[config.mk]
export PLATFORM = sky130hd
export DESIGN_NAME = sat_ctrl
export DESIGN_NICKNAME = d
export VERILOG_FILES = /design/src/hdl/sat_pkg.sv /design/src/hdl/sat_ctrl.sv
export SDC_FILE = /design/constraint.sdc
export NUM_CORES = 1
export LEC_CHECK = 0
export BUFFER_PORTS_ARGS = -buffer_cell sky130_fd_sc_hd__buf_4
export CAP_MARGIN = 15
export CELL_PAD_IN_SITES_DETAIL_PLACEMENT = 2
export CELL_PAD_IN_SITES_GLOBAL_PLACEMENT = 2
export CORE_AREA = 3 3 64 66
export DETAILED_ROUTE_END_ITERATION = 12
export DIE_AREA = 0 0 67 69
export PLACE_DENSITY = 0.82
export SETUP_SLACK_MARGIN = 0.3
export SYNTH_ARGS = -nofsm -noshare
export SYNTH_HDL_FRONTEND = slang
export SYNTH_SLANG_ARGS = --single-unit
export TNS_END_PERCENT = 50
[constraint.sdc]
create_clock -name clk_i -period 1.9 [get_ports clk_i]
set_input_delay 0.095 -clock clk_i [delete_from_list [all_inputs] [get_ports clk_i]]
set_output_delay 0.095 -clock clk_i [all_outputs]
set_load 0.01 [all_outputs]
[src/hdl/sat_pkg.sv]
// ----------------------------------------------------------------------------
// Session affinity table package
// Shared types, codes and default sizes of the session affinity table.
// ----------------------------------------------------------------------------
package sat_pkg;

  localparam int unsigned ENTRIES_DEF  = 64;
  localparam int unsigned ID_BYTES_DEF = 8;
  localparam int unsigned CFG_IDX_W    = 1;
  localparam int unsigned CFG_DATA_W   = 32;
  localparam logic [31:0] TIMEOUT_RST  = 32'd600000;

  typedef enum logic [1:0] {
    REQ_LOOKUP = 2'd0,
    REQ_SET    = 2'd1,
    REQ_TICK   = 2'd2
  } sat_req_e;

  typedef enum logic [2:0] {
    ST_FOUND         = 3'd0,
    ST_NOT_FOUND     = 3'd1,
    ST_UPDATED       = 3'd2,
    ST_CREATED       = 3'd3,
    ST_CREATED_EVICT = 3'd4,
    ST_IGNORED       = 3'd5,
    ST_TICK_DONE     = 3'd6
  } sat_status_e;

  typedef enum logic [CFG_IDX_W-1:0] {
    CFG_TIMEOUT = 1'b0,
    CFG_REFRESH = 1'b1
  } sat_cfg_e;

  typedef enum logic [3:0] {
    S_INIT, S_IDLE, S_DISP, S_SCAN_ORD, S_SCAN_DAT, S_SCAN_CMP, S_UPD_WR,
    S_EXP_ORD, S_EXP_DAT, S_EXP_CHK, S_INS_ORD, S_INS_WR, S_BUB_RD, S_BUB_WR,
    S_DONE
  } sat_state_e;

  typedef struct packed {
    logic [1:0]  req_type;
    logic [63:0] key_hi;
    logic [63:0] key_lo;
    logic [63:0] server_id;
    logic [7:0]  server_id_len;
    logic        create_flag;
    logic [31:0] time_ms;
  } sat_req_t;

  typedef struct packed {
    logic [2:0]  status;
    logic [63:0] found_id;
    logic [3:0]  found_id_len;
    logic        truncated;
    logic [6:0]  expired_count;
    logic [31:0] next_wait_ms;
  } sat_rsp_t;

  // Commands from the controller to the datapath.
  typedef struct packed {
    logic        init_wr;
    logic        ld_req;
    logic        ord_rd_k;
    logic        ord_rd_tail;
    logic        ord_rd_free;
    logic        dat_rd_ord;
    logic        k_inc;
    logic        upd_wr;
    logic        ins_wr;
    logic        bub_wr;
    logic        evict;
    logic        set_wait;
    logic        res_ld;
    sat_status_e res_status;
  } sat_cmd_t;

  // Status from the datapath to the controller.
  typedef struct packed {
    logic       init_last;
    logic       k_last;
    logic       cnt_zero;
    logic       cnt_full;
    logic       key_match;
    logic       expired;
    logic       bub_stop;
    logic       out_free;
    logic [1:0] req_type;
    logic       create;
  } sat_sts_t;

endpackage

[src/hdl/sat_ctrl.sv]
// ----------------------------------------------------------------------------
// Session affinity table controller
// Sequences the initialization, search, update, expiry, insert and reorder passes.
// ----------------------------------------------------------------------------
module sat_ctrl (
  input  logic              clk_i,
  input  logic              rst_ni,
  input  logic              req_valid_i,
  output logic              req_ready_o,
  input  sat_pkg::sat_sts_t sts_i,
  output sat_pkg::sat_cmd_t cmd_o
);
  import sat_pkg::*;

  sat_state_e  state_q, state_d;
  sat_status_e status_q, status_d;
  logic        force_q, force_d;

  logic        is_lookup, is_set, is_tick;
  sat_state_e  miss_state, exp_end;
  sat_status_e miss_status;

  assign is_lookup = (sts_i.req_type == REQ_LOOKUP);
  assign is_set    = (sts_i.req_type == REQ_SET);
  assign is_tick   = (sts_i.req_type == REQ_TICK);

  // What follows when the key is absent.
  always_comb begin
    if (is_lookup) begin
      miss_state  = S_DONE;
      miss_status = ST_NOT_FOUND;
    end else if (sts_i.create) begin
      miss_state  = sts_i.cnt_full ? S_EXP_ORD : S_INS_ORD;
      miss_status = sts_i.cnt_full ? ST_CREATED_EVICT : ST_CREATED;
    end else begin
      miss_state  = S_DONE;
      miss_status = ST_IGNORED;
    end
  end

  assign exp_end = is_tick ? S_DONE : S_INS_ORD;

  always_comb begin
    state_d = state_q;
    unique case (state_q)
      S_INIT:     if (sts_i.init_last) state_d = S_IDLE;
      S_IDLE:     if (req_valid_i) state_d = S_DISP;
      S_DISP: begin
        if (is_lookup || is_set) begin
          state_d = sts_i.cnt_zero ? miss_state : S_SCAN_ORD;
        end else if (is_tick) begin
          state_d = S_EXP_ORD;
        end else begin
          state_d = S_DONE;
        end
      end
      S_SCAN_ORD: state_d = S_SCAN_DAT;
      S_SCAN_DAT: state_d = S_SCAN_CMP;
      S_SCAN_CMP: begin
        if (sts_i.key_match) begin
          state_d = is_set ? S_UPD_WR : S_DONE;
        end else if (sts_i.k_last) begin
          state_d = miss_state;
        end else begin
          state_d = S_SCAN_ORD;
        end
      end
      S_UPD_WR:   state_d = S_BUB_RD;
      S_EXP_ORD:  state_d = sts_i.cnt_zero ? exp_end : S_EXP_DAT;
      S_EXP_DAT:  state_d = S_EXP_CHK;
      S_EXP_CHK:  state_d = (force_q || sts_i.expired) ? S_EXP_ORD : exp_end;
      S_INS_ORD:  state_d = S_INS_WR;
      S_INS_WR:   state_d = S_BUB_RD;
      S_BUB_RD:   state_d = S_BUB_WR;
      S_BUB_WR:   state_d = sts_i.bub_stop ? S_DONE : S_BUB_RD;
      S_DONE:     if (sts_i.out_free) state_d = S_IDLE;
      default:    state_d = S_IDLE;
    endcase
  end

  always_comb begin
    cmd_o            = '0;
    cmd_o.res_status = status_q;
    req_ready_o      = 1'b0;
    status_d         = status_q;
    force_d          = force_q;
    unique case (state_q)
      S_INIT: cmd_o.init_wr = 1'b1;
      S_IDLE: begin
        req_ready_o  = 1'b1;
        cmd_o.ld_req = req_valid_i;
      end
      S_DISP: begin
        force_d = 1'b0;
        if (is_lookup || is_set) begin
          if (sts_i.cnt_zero) begin
            status_d = miss_status;
            force_d  = (miss_status == ST_CREATED_EVICT);
          end
        end else if (is_tick) begin
          status_d = ST_TICK_DONE;
        end else begin
          status_d = ST_IGNORED;
        end
      end
      S_SCAN_ORD: cmd_o.ord_rd_k   = 1'b1;
      S_SCAN_DAT: cmd_o.dat_rd_ord = 1'b1;
      S_SCAN_CMP: begin
        if (sts_i.key_match) begin
          status_d = is_set ? ST_UPDATED : ST_FOUND;
        end else if (sts_i.k_last) begin
          status_d = miss_status;
          force_d  = (miss_status == ST_CREATED_EVICT);
        end else begin
          cmd_o.k_inc = 1'b1;
        end
      end
      S_UPD_WR:  cmd_o.upd_wr = 1'b1;
      S_EXP_ORD: cmd_o.ord_rd_tail = !sts_i.cnt_zero;
      S_EXP_DAT: cmd_o.dat_rd_ord = 1'b1;
      S_EXP_CHK: begin
        if (force_q || sts_i.expired) begin
          cmd_o.evict = 1'b1;
          force_d     = 1'b0;
        end else begin
          cmd_o.set_wait = is_tick;
        end
      end
      S_INS_ORD: cmd_o.ord_rd_free = 1'b1;
      S_INS_WR:  cmd_o.ins_wr = 1'b1;
      S_BUB_RD:  cmd_o.ord_rd_k = 1'b1;
      S_BUB_WR:  cmd_o.bub_wr = 1'b1;
      S_DONE:    cmd_o.res_ld = sts_i.out_free;
      default:   cmd_o = '0;
    endcase
  end

  always_ff @(posedge clk_i or negedge rst_ni) begin
    if (!rst_ni) begin
      state_q  <= S_INIT;
      status_q <= ST_IGNORED;
      force_q  <= 1'b0;
    end else begin
      state_q  <= state_d;
      status_q <= status_d;
      force_q  <= force_d;
    end
  end
endmodule

==> impl_results.md, run 1 <==
- Register clock-pin slew on the reported worst setup and hold paths: around 50 ps
- CTS tree: yes
- Port buffer count: 30
- CTS Root Cell: clkbuf_8
- Number of global-route vias before repair: ~1300
- EDFF count, synth: 0
- Average routed wire per standard cell: slightly above 20 um
- First-pass GRT wire length: 6.803 mm
- Max-cap violations: 0
- Synthesized cell area: roughly 910 um2
- Die footprint: between 0.004 and 0.005 mm2
- Unrepaired setup endpoints after global routing: true
- Final Worst Setup Slack: between 200 and 250 ps
- Endpoints failing setup: 0
- DR iter-0 viols: approximately 70
- Final Cycle Share: 0.8908
- Nets: 182
- # IOs: 31
- HPWL Detailed: between 2 and 3 mm
- Synth Instances: between 100 and 150
- Vias after detailed routing: approximately 1200
- Setup crit end kind: register
- Post-Place Setup Slack: 229.0 ps
- Yosys top cell by area: dfrtp_1
- Pwr Density: 1622 mW/mm2
- Seq/Total Area, Yosys: 0.2225
- R2r worst-path depth: 5
- Worst slew pin tran: ~440 ps
- Synth top cells by count: nor2_1 (17), nand2_1 (13), a21oi_1 (12)
- Synth top area cells: dfrtp_1 (16%), nor2_1 (7.0%), a21oi_1 (6.6%), dfstp_2 (5.8%), nand2_1 (5.4%)
- Die width: ~67 um
- Layout cells sized above 1: 0.3772
- Core area: approximately 0.0036 mm2
- Most frequent cell after synthesis: nor2_1
- Mapped Nets: between 100 and 150
- CP arrival: 1800 ps
- Worst-path fanout max: 6
- ANT nets after route: 0
- Routability cong.: between 0.8 and 0.9
- Total grt overflow: 0
- Initial Util: 0.2507
- P_leak: about 0.56 nW
- CP Data Required Time: between 2000 and 2500 ps
- Final hold viol count: 0
- Synth top area share: 0.1648
- Total wire length: approximately 4.3 mm
- Vias per cell: approximately 5.6
- Status: completed
- Yosys warning count: 0
- Synth unique cells: 41
- FILL cells: 427
- Post-synthesis register bit count: 8
- Min-Delay Path Class: primary input to register
- Multi-input logic area: 666.9 um2
- Initial antenna violation count: 0
- H-tree lvl count: 1
- Setup TNS: 0 ps
- Max VDD drop: ~620 uV
- Fin Clk Skew: approximately 3.2 ps
- Fin crit period: about 1700 ps
- FP Rows: 22
- Ys async rst share: 1.000
- Primary FF master, synth: dfrtp_1
- FF+latch area: around 210 um2
- GRT Total Usage: 0.1859
- Peak Freq: 590.8 MHz
- Crit start category: register
- CTS buffer count: 3
- Max-slew violation count: 0
- Hold depth: 2
- # diodes: 0
- Clock Sinks: 8
- Mean Syn Cell Area: roughly 7 um2
- Largest net degree at the start of global routing: 16
- Clock buffer depth: 2
- Drt drc: 0
- Pre-antenna DRT Iters: 4
- WS Path Type: register to register
- Clock Latency Late Sink: 240 ps
- P&R area growth vs syn: 46.02%
- Relative slew slack: 0.7027
- Die Y: about 69 um
-- cell families (layout without fill, tap and decap cells) --
family	Yosys count	in the layout	share of synthesized area
compound gates	46	46	0.3489
buf+inv	15	53	0.07280
flops	8	8	0.2225
mux	2	2	0.02884
simple gates	58	58	0.3269
-- sequential cells by signal (all words and copies together), names as in the netlist --
name / flops
state_q: 4
status_q: 3
force_q: 1
-- final timing paths --
kind / start / end / slack, ps
setup / recovery: state_q[2] / state_q[2] / 210
hold / removal: sts_i[3] / state_q[1] / 160
setup reg to reg: state_q[2] / state_q[2] / 210
hold reg to reg: status_q[0] / status_q[0] / 540
max in group asynchronous: rst_ni / status_q[0] / 1440
min in group asynchronous: rst_ni / state_q[2] / 240
-- repair_timing --
action / in CTS / in global routing
pin swaps: 2 / 1
hold buffers: 1 / 0
buffers inserted: 3 / 3
endpoints found under the setup margin: 13 / 16
endpoints found under the hold margin: 8 / 0
resized for setup: 7 / 6
-- layout make-up --
type	instances	area share
clock buffers	4	0.03387
inverters	6	0.01693
repair buffers	43	0.2474
well taps	48	0.04516
flip-flops and latches	8	0.1552
multi-input cells	106	0.5014
-- layout by cell type, fill, tap and decap left out, types with 3 or more instances in the layout --
cell type  instances
buf_4             41
nor2_1            16
nand2_1           13
a21oi_1           12
nor3_1             7
o21ai_0            6
nand2b_1           5
inv_1              5
a31oi_1            5
nor2b_1            3
and2_1             3
clkbuf_8           3
dfrtp_1            3
dfrtp_2            3
-- routing by layer --
metal / track usage / routed length, um / up-vias
met4: 0.02703 / 31 / 0
met2: 0.3057 / 2286 / 18
li1: - / - / 548
met1: 0.2535 / 1886 / 625
met3: 0.03583 / 121 / 4
met5: 0 / 0 / -
-- power by group --
part / internal (mW) / total (mW) / switching [mW]
Clock: 0.147 / 0.227 / 0.0804
Sequential: 0.282 / 0.376 / 0.0947
Combinational: 0.687 / 1.55 / 0.867
-- critical path, stage by stage, from the launching register on --
cell and delay (ps):
dfrtp_2 410, buf_4 160, and4bb_2 280, a211oi_2 260, a21oi_1 90, a221o_1 360
-- metrics by stage --
stage	cells	hold WS, ps	cell area (um2)	util	power, mW
final	215	156.2	1330	0.3660	2.157
after floorplan	129	-200.6	910.9	-	1.202
after CTS	212	141.8	1292	0.3557	2.059
after global routing	215	156.3	1330	0.3660	2.328
after global placement	204	-79.86	1197	0.3295	1.644
after detailed placement	204	-75.33	1197	0.3295	1.702
Power figures use the tool's default switching activity.
==> run 2: changes to the inputs <==
CELL_PAD_IN_SITES_DETAIL_PLACEMENT = unset   (was 2)
CELL_PAD_IN_SITES_GLOBAL_PLACEMENT = unset   (was 2)
CORE_AREA = 3 3 60 62   (was 3 3 64 66)
DIE_AREA = 0 0 63 65   (was 0 0 67 69)
PLACE_DENSITY = 0.57   (was 0.82)
==> run 2 against run 1 <==
Compared with the run above: combinational power about the same; clock skew fell by 0.75 ps; clock power fell by 44%; die area down 11%; register-to-register slack better by 50 ps; critical path type unchanged; global-route usage fell by 3.8 points; critical endpoint is now status_q[0]; fmax increased by 3.1%; total power down 6.1%; largest cell class unchanged; wire length down 28%; core utilization up 7.0 points; hold slack worse by 47 ps.
==> impl_results.md, run 2 (synthesis gave the netlist of run 1 again) <==
- Hold slack: 108.8 ps
- Worst r2r src: state_q[2]
- Pwr Density: 1509 mW/mm2
- Largest net degree at the start of global routing: 15
- Reg with most FFs: state_q
- HPWL Detailed: ~2.2 mm
- CTS Root Cell: clkbuf_4
- CP Data Required Time: ~2000 ps
- ANT nets after route: 0
- P_leak: 0.5602 nW
- Fin crit period: between 1500 and 2000 ps
- CTS tree: yes
- Clock buffer depth: 2
- Max-cap violations: 0
- Worst-path fanout max: 6
- Routability cong.: about 0.9
- Most frequent cells in the layout: buf_4 (40), nor2_1 (16), nand2_1 (11), a21oi_1 (11)
- Initial antenna violation count: 0
- Relative slew slack: 0.7268
- Worst hold start: sts_i[3]
- Number of global-route vias before repair: roughly 1100
- Die footprint: a little over 0.004 mm2
- Total wire length: about 3.1 mm
- Max FFs per register: 4
- Core area: 0.003078 mm2
- Layout cells sized above 1: 0.4311
- Register clock-pin slew on the reported worst setup and hold paths: ~60 ps
- R2r setup slk: 260 ps
- CTS buffer count: 3
- Peak Freq: a little over 600 MHz
- GRT Total Usage: 0.1480
- Die Y: roughly 65 um
- Total grt overflow: 0
- Worst slew pin tran: between 400 and 500 ps
- Final Cycle Share: 0.8640
- WS Path Type: register to register
- Die width: 63 um
- Commonest non-fill, non-tap cell in the layout: buf_4
- Clock Sinks: 8
- Max VDD drop: 433.5 uV
- # IOs: 31
- P&R area growth vs syn: 47.39%
- CP arrival: 1800 ps
- Status: completed
- Average routed wire per standard cell: approximately 15 um
- Clock Latency Late Sink: between 200 and 300 ps
- Min-Delay Path Class: primary input to register
- Final hold viol count: 0
- Nets: 183
- # diodes: 0
- Final Total Pwr: ~2.0 mW
- Fin Clk Skew: 2.441 ps
- Max-slew violation count: 0
- First-pass GRT wire length: 5.002 mm
- Setup crit end kind: register
- FILL cells: ~320
- Crit start category: register
- Endpoints failing setup: 0
- Drt drc: 0
- Layout Utilization: 0.4362
- Initial Util: 0.2959
- Unrepaired setup endpoints after global routing: true
- CP Launch Point: state_q[2]
- Port buffer count: 30
- Post-route insts no fill: roughly 210
- Vias per cell: ~5.4
- Vias after detailed routing: ~1100
- DR iter-0 viols: 61
- Top flop regs: state_q x4, status_q x3, force_q x1
- Inst Count DP: 200
- Setup TNS: 0 ps
- Pre-antenna DRT Iters: 6
- H-tree lvl count: 1
- FP Rows: 20
==> run 2: changes by cell type in the layout (fill, tap and decap cells not counted), moves of 2 or more <==
cell | previous run | this run
nor3_1 | 7 | 5
clkbuf_8 | 3 | 0
clkbuf_4 | 0 | 3
nand2_2 | 0 | 2
nor3_2 | 0 | 2
nand2_1 | 13 | 11
==> run 2: area by class of cell <==
type,count,area (um2),share of cell area
inverter,6,22.52,0.01678
clock buffer,3,22.52,0.01678
multi-input combinational,106,696.9,0.5191
sequential,8,207.7,0.1547
timing repair buffer,44,337.8,0.2516
tap,44,55.05,0.04101
==> run 2: final timing paths <==
kind                       cells after the start          end
hold / removal                                 2   state_q[1]
max in group asynchronous                      2  status_q[0]
min in group asynchronous                      2  status_q[1]
setup / recovery                               4  status_q[0]
hold reg to reg                                1      force_q
setup reg to reg                               4  status_q[0]
==> run 2: timing repair <==
action	CTS	global route
setup endpoints to repair	13	18
gates resized for setup	6	16
buffers inserted	3	4
pin swaps	0	2
endpoints found under the hold margin	8	0
hold buffers	1	0
==> run 2: critical path, cell delays in order (launching register included) <==
cell and delay [ps]:
dfrtp_2 440, or4b_4 580, o22ai_4 220, o21ai_1 120, o22ai_1 190
==> run 2: metal layers <==
| metal | global-route usage | wire length, um | vias up |
|---|---|---|---|
| li1 | - | - | 556 |
| met1 | 0.1943 | 1263 | 538 |
| met2 | 0.2596 | 1668 | 51 |
| met3 | 0.006932 | 168 | 4 |
| met4 | 0.04683 | 16 | 0 |
| met5 | 0 | 0 | - |
==> run 2: where the power goes <==
group / internal, mW / switching [mW] / leakage (nW)
Sequential: 0.284 / 0.0959 / 0.0896
Clock: 0.0722 / 0.0561 / 0.0138
Combinational: 0.722 / 0.796 / 0.457
Total: 1.08 / 0.948 / 0.560
==> run 2: metrics by stage <==
step / setup WS (ps) / instance area (um2)
final: 258.4 / 1343
after global routing: 194.7 / 1343
after CTS: 292.6 / 1255
after detailed placement: 235.1 / 1192
after global placement: 240.5 / 1192
after floorplan: 309.8 / 910.9
==> run 3: changes to the inputs <==
CORE_AREA = 3 3 46 79   (was 3 3 60 62)
DIE_AREA = 0 0 49 82   (was 0 0 63 65)
PLACE_DENSITY = unset   (was 0.57)
PLACE_DENSITY_LB_ADDON = 0.05   (was unset)
==> run 3 against run 2 <==
Compared with the run above: cell area is 0.56% lower; sequential share of layout area about the same; clock-buffer cell count unchanged; total power up 0.80%; largest cell class unchanged.
==> impl_results.md, run 3 (synthesis gave the netlist of run 1 again) <==
- Hold depth: 2
- CTS buffer count: 3
- P&R area growth vs syn: 46.57%
- Worst r2r src: state_q[3]
- Initial antenna violation count: 0
- Unrepaired setup endpoints after global routing: true
- Final Cycle Share: 0.8453
- Die width: between 40 and 50 um
- Worst-path fanout max: 11
- Vias after detailed routing: between 1000 and 1500
- Register clock-pin slew on the reported worst setup and hold paths: around 50 ps
- First-pass GRT wire length: between 5 and 6 mm
- Top flop regs: state_q x4, status_q x3, force_q x1
- Max FFs per register: 4
- Max-slew violation count: 0
- CTS Root Cell: clkbuf_8
- Number of global-route vias before repair: about 1100
- Min-Delay Endpoint: state_q[1]
- R2r setup slk: around 290 ps
- Average routed wire per standard cell: roughly 16 um
- FP Rows: 27
- Layout cells sized above 1: 0.3916
- CP arrival: 1760 ps
- HPWL Detailed: 2.531 mm
- # diodes: 0
- Clock buffer depth: 2
- P_leak: between 0.5 and 0.6 nW
- Worst slew pin tran: about 370 ps
- Fin Clk Skew: just over 6 ps
- Clock Sinks: 8
- Initial Util: 0.2899
- Die Y: approximately 82 um
- Routability cong.: about 0.86
- Delay-heaviest family, CP: simple AND/OR/NAND/NOR gates
- FF+latch area: a little over 200 um2
- Reg with most FFs: state_q
- Vias per cell: roughly 5.3
- CP max stage delay: 550 ps
- Drt drc: 0
- WS Path Type: register to register
- Die footprint: roughly 0.0040 mm2
- Final hold viol count: 0
- Setup crit end kind: register
- Total wire length: 3.253 mm
- Most frequent cells in the layout: buf_4 (41), nor2_1 (16), nand2_1 (13), a21oi_1 (11), nor3_1 (7)
- Nets: roughly 180
- # IOs: 31
- Pre-antenna DRT Iters: 4
- Fin crit period: ~1600 ps
- CP Data Required Time: between 2000 and 2500 ps
- Crit-path cells: or4b_4, o22ai_4, mux2_4
- DR iter-0 viols: 38
- Slowest CP cell: or4b_4
- Multi-input logic area: 681.9 um2
- Final Worst Setup Slack: just under 300 ps
- Largest net degree at the start of global routing: 17
- Pwr Density: ~1500 mW/mm2
- FILL cells: approximately 370
- Endpoints failing setup: 0
- Setup TNS: 0 ps
- Clock Latency Late Sink: ~230 ps
- Max VDD drop: 717.8 uV
- Worst hold start: sts_i[3]
- CTS tree: yes
- ANT nets after route: 0
- Max-cap violations: 0
- Peak Freq: roughly 620 MHz
- Min-Delay Path Class: primary input to register
- Relative slew slack: 0.7547
- Commonest non-fill, non-tap cell in the layout: buf_4
- Worst path bufs/invs: 0
- Port buffer count: 30
- Status: completed
- Crit start category: register
- R2r worst-path depth: 3
- Critical R2R Capture: status_q[2]
- GRT Total Usage: 0.1662
- Core area: 0.003142 mm2
- Post-Place Setup Slack: 222.6 ps
- H-tree lvl count: 1
- Total grt overflow: 0
## run 3: changes by cell type in the layout (fill, tap and decap cells not counted), moves of 2 or more
cell	change
nor3_1	+2
o21ai_1	-2
nor3_2	-2
clkbuf_8	+3
nand2_1	+2
nand2_2	-2
clkbuf_4	-3
## run 3: worst max path at each step
stage / startpoint / end / depth (start not counted)
3_5_place_dp: state_q[3] / status_q[2] / 3
2_1_floorplan: state_q[0] / status_q[2] / 4
5_1_grt: state_q[2] / state_q[2] / 5
3_3_place_gp: state_q[3] / force_q / 4
4_1_cts: state_q[2] / cmd_o[14] / 5
6_report: state_q[3] / status_q[2] / 3
## run 3: cell type report
cell class                      instances  share of cell area
Clock buffer                            3             0.03093
Inverter                                6             0.01687
Multi-Input combinational cell        106              0.5108
Tap cell                               43             0.04030
Sequential cell                         8              0.1546
Timing Repair Buffer                   43              0.2465
## run 3: what timing repair did
item	in CTS	in global routing
pin swaps	1	1
resized for setup	4	11
buffers inserted	6	1
endpoints found under the setup margin	14	13
hold buffers	1	0
hold endpoints to repair	8	0
## run 3: metal layers
metal | up-vias | GRT usage | part of all wire
li1 | 551 | - | -
met1 | 537 | 0.1595 | 0.36
met2 | 28 | 0.3501 | 0.59
met3 | 2 | 0.01633 | 0.039
met4 | 0 | 0.06838 | 0.0074
met5 | - | 0 | 0
## run 3: power breakdown
part | internal (mW) | total [mW] | switching, mW
registers | 0.282 | 0.379 | 0.0975
logic | 0.702 | 1.45 | 0.750
clock network | 0.138 | 0.210 | 0.0720
total | 1.12 | 2.04 | 0.920
## run 3: through the flow
step                      total power [mW]  utilization  hold WS [ps]  std cells  instance area, um2
after global routing                 2.218       0.4249         115.7        209                1335
after CTS                            1.953       0.4102         105.2        208                1289
final                                2.041       0.4249         106.3        209                1335
after global placement               1.625       0.3767        -77.27        198                1184
after detailed placement             1.628       0.3767        -74.91        198                1184
after floorplan                      1.202            -        -200.6        129               910.9
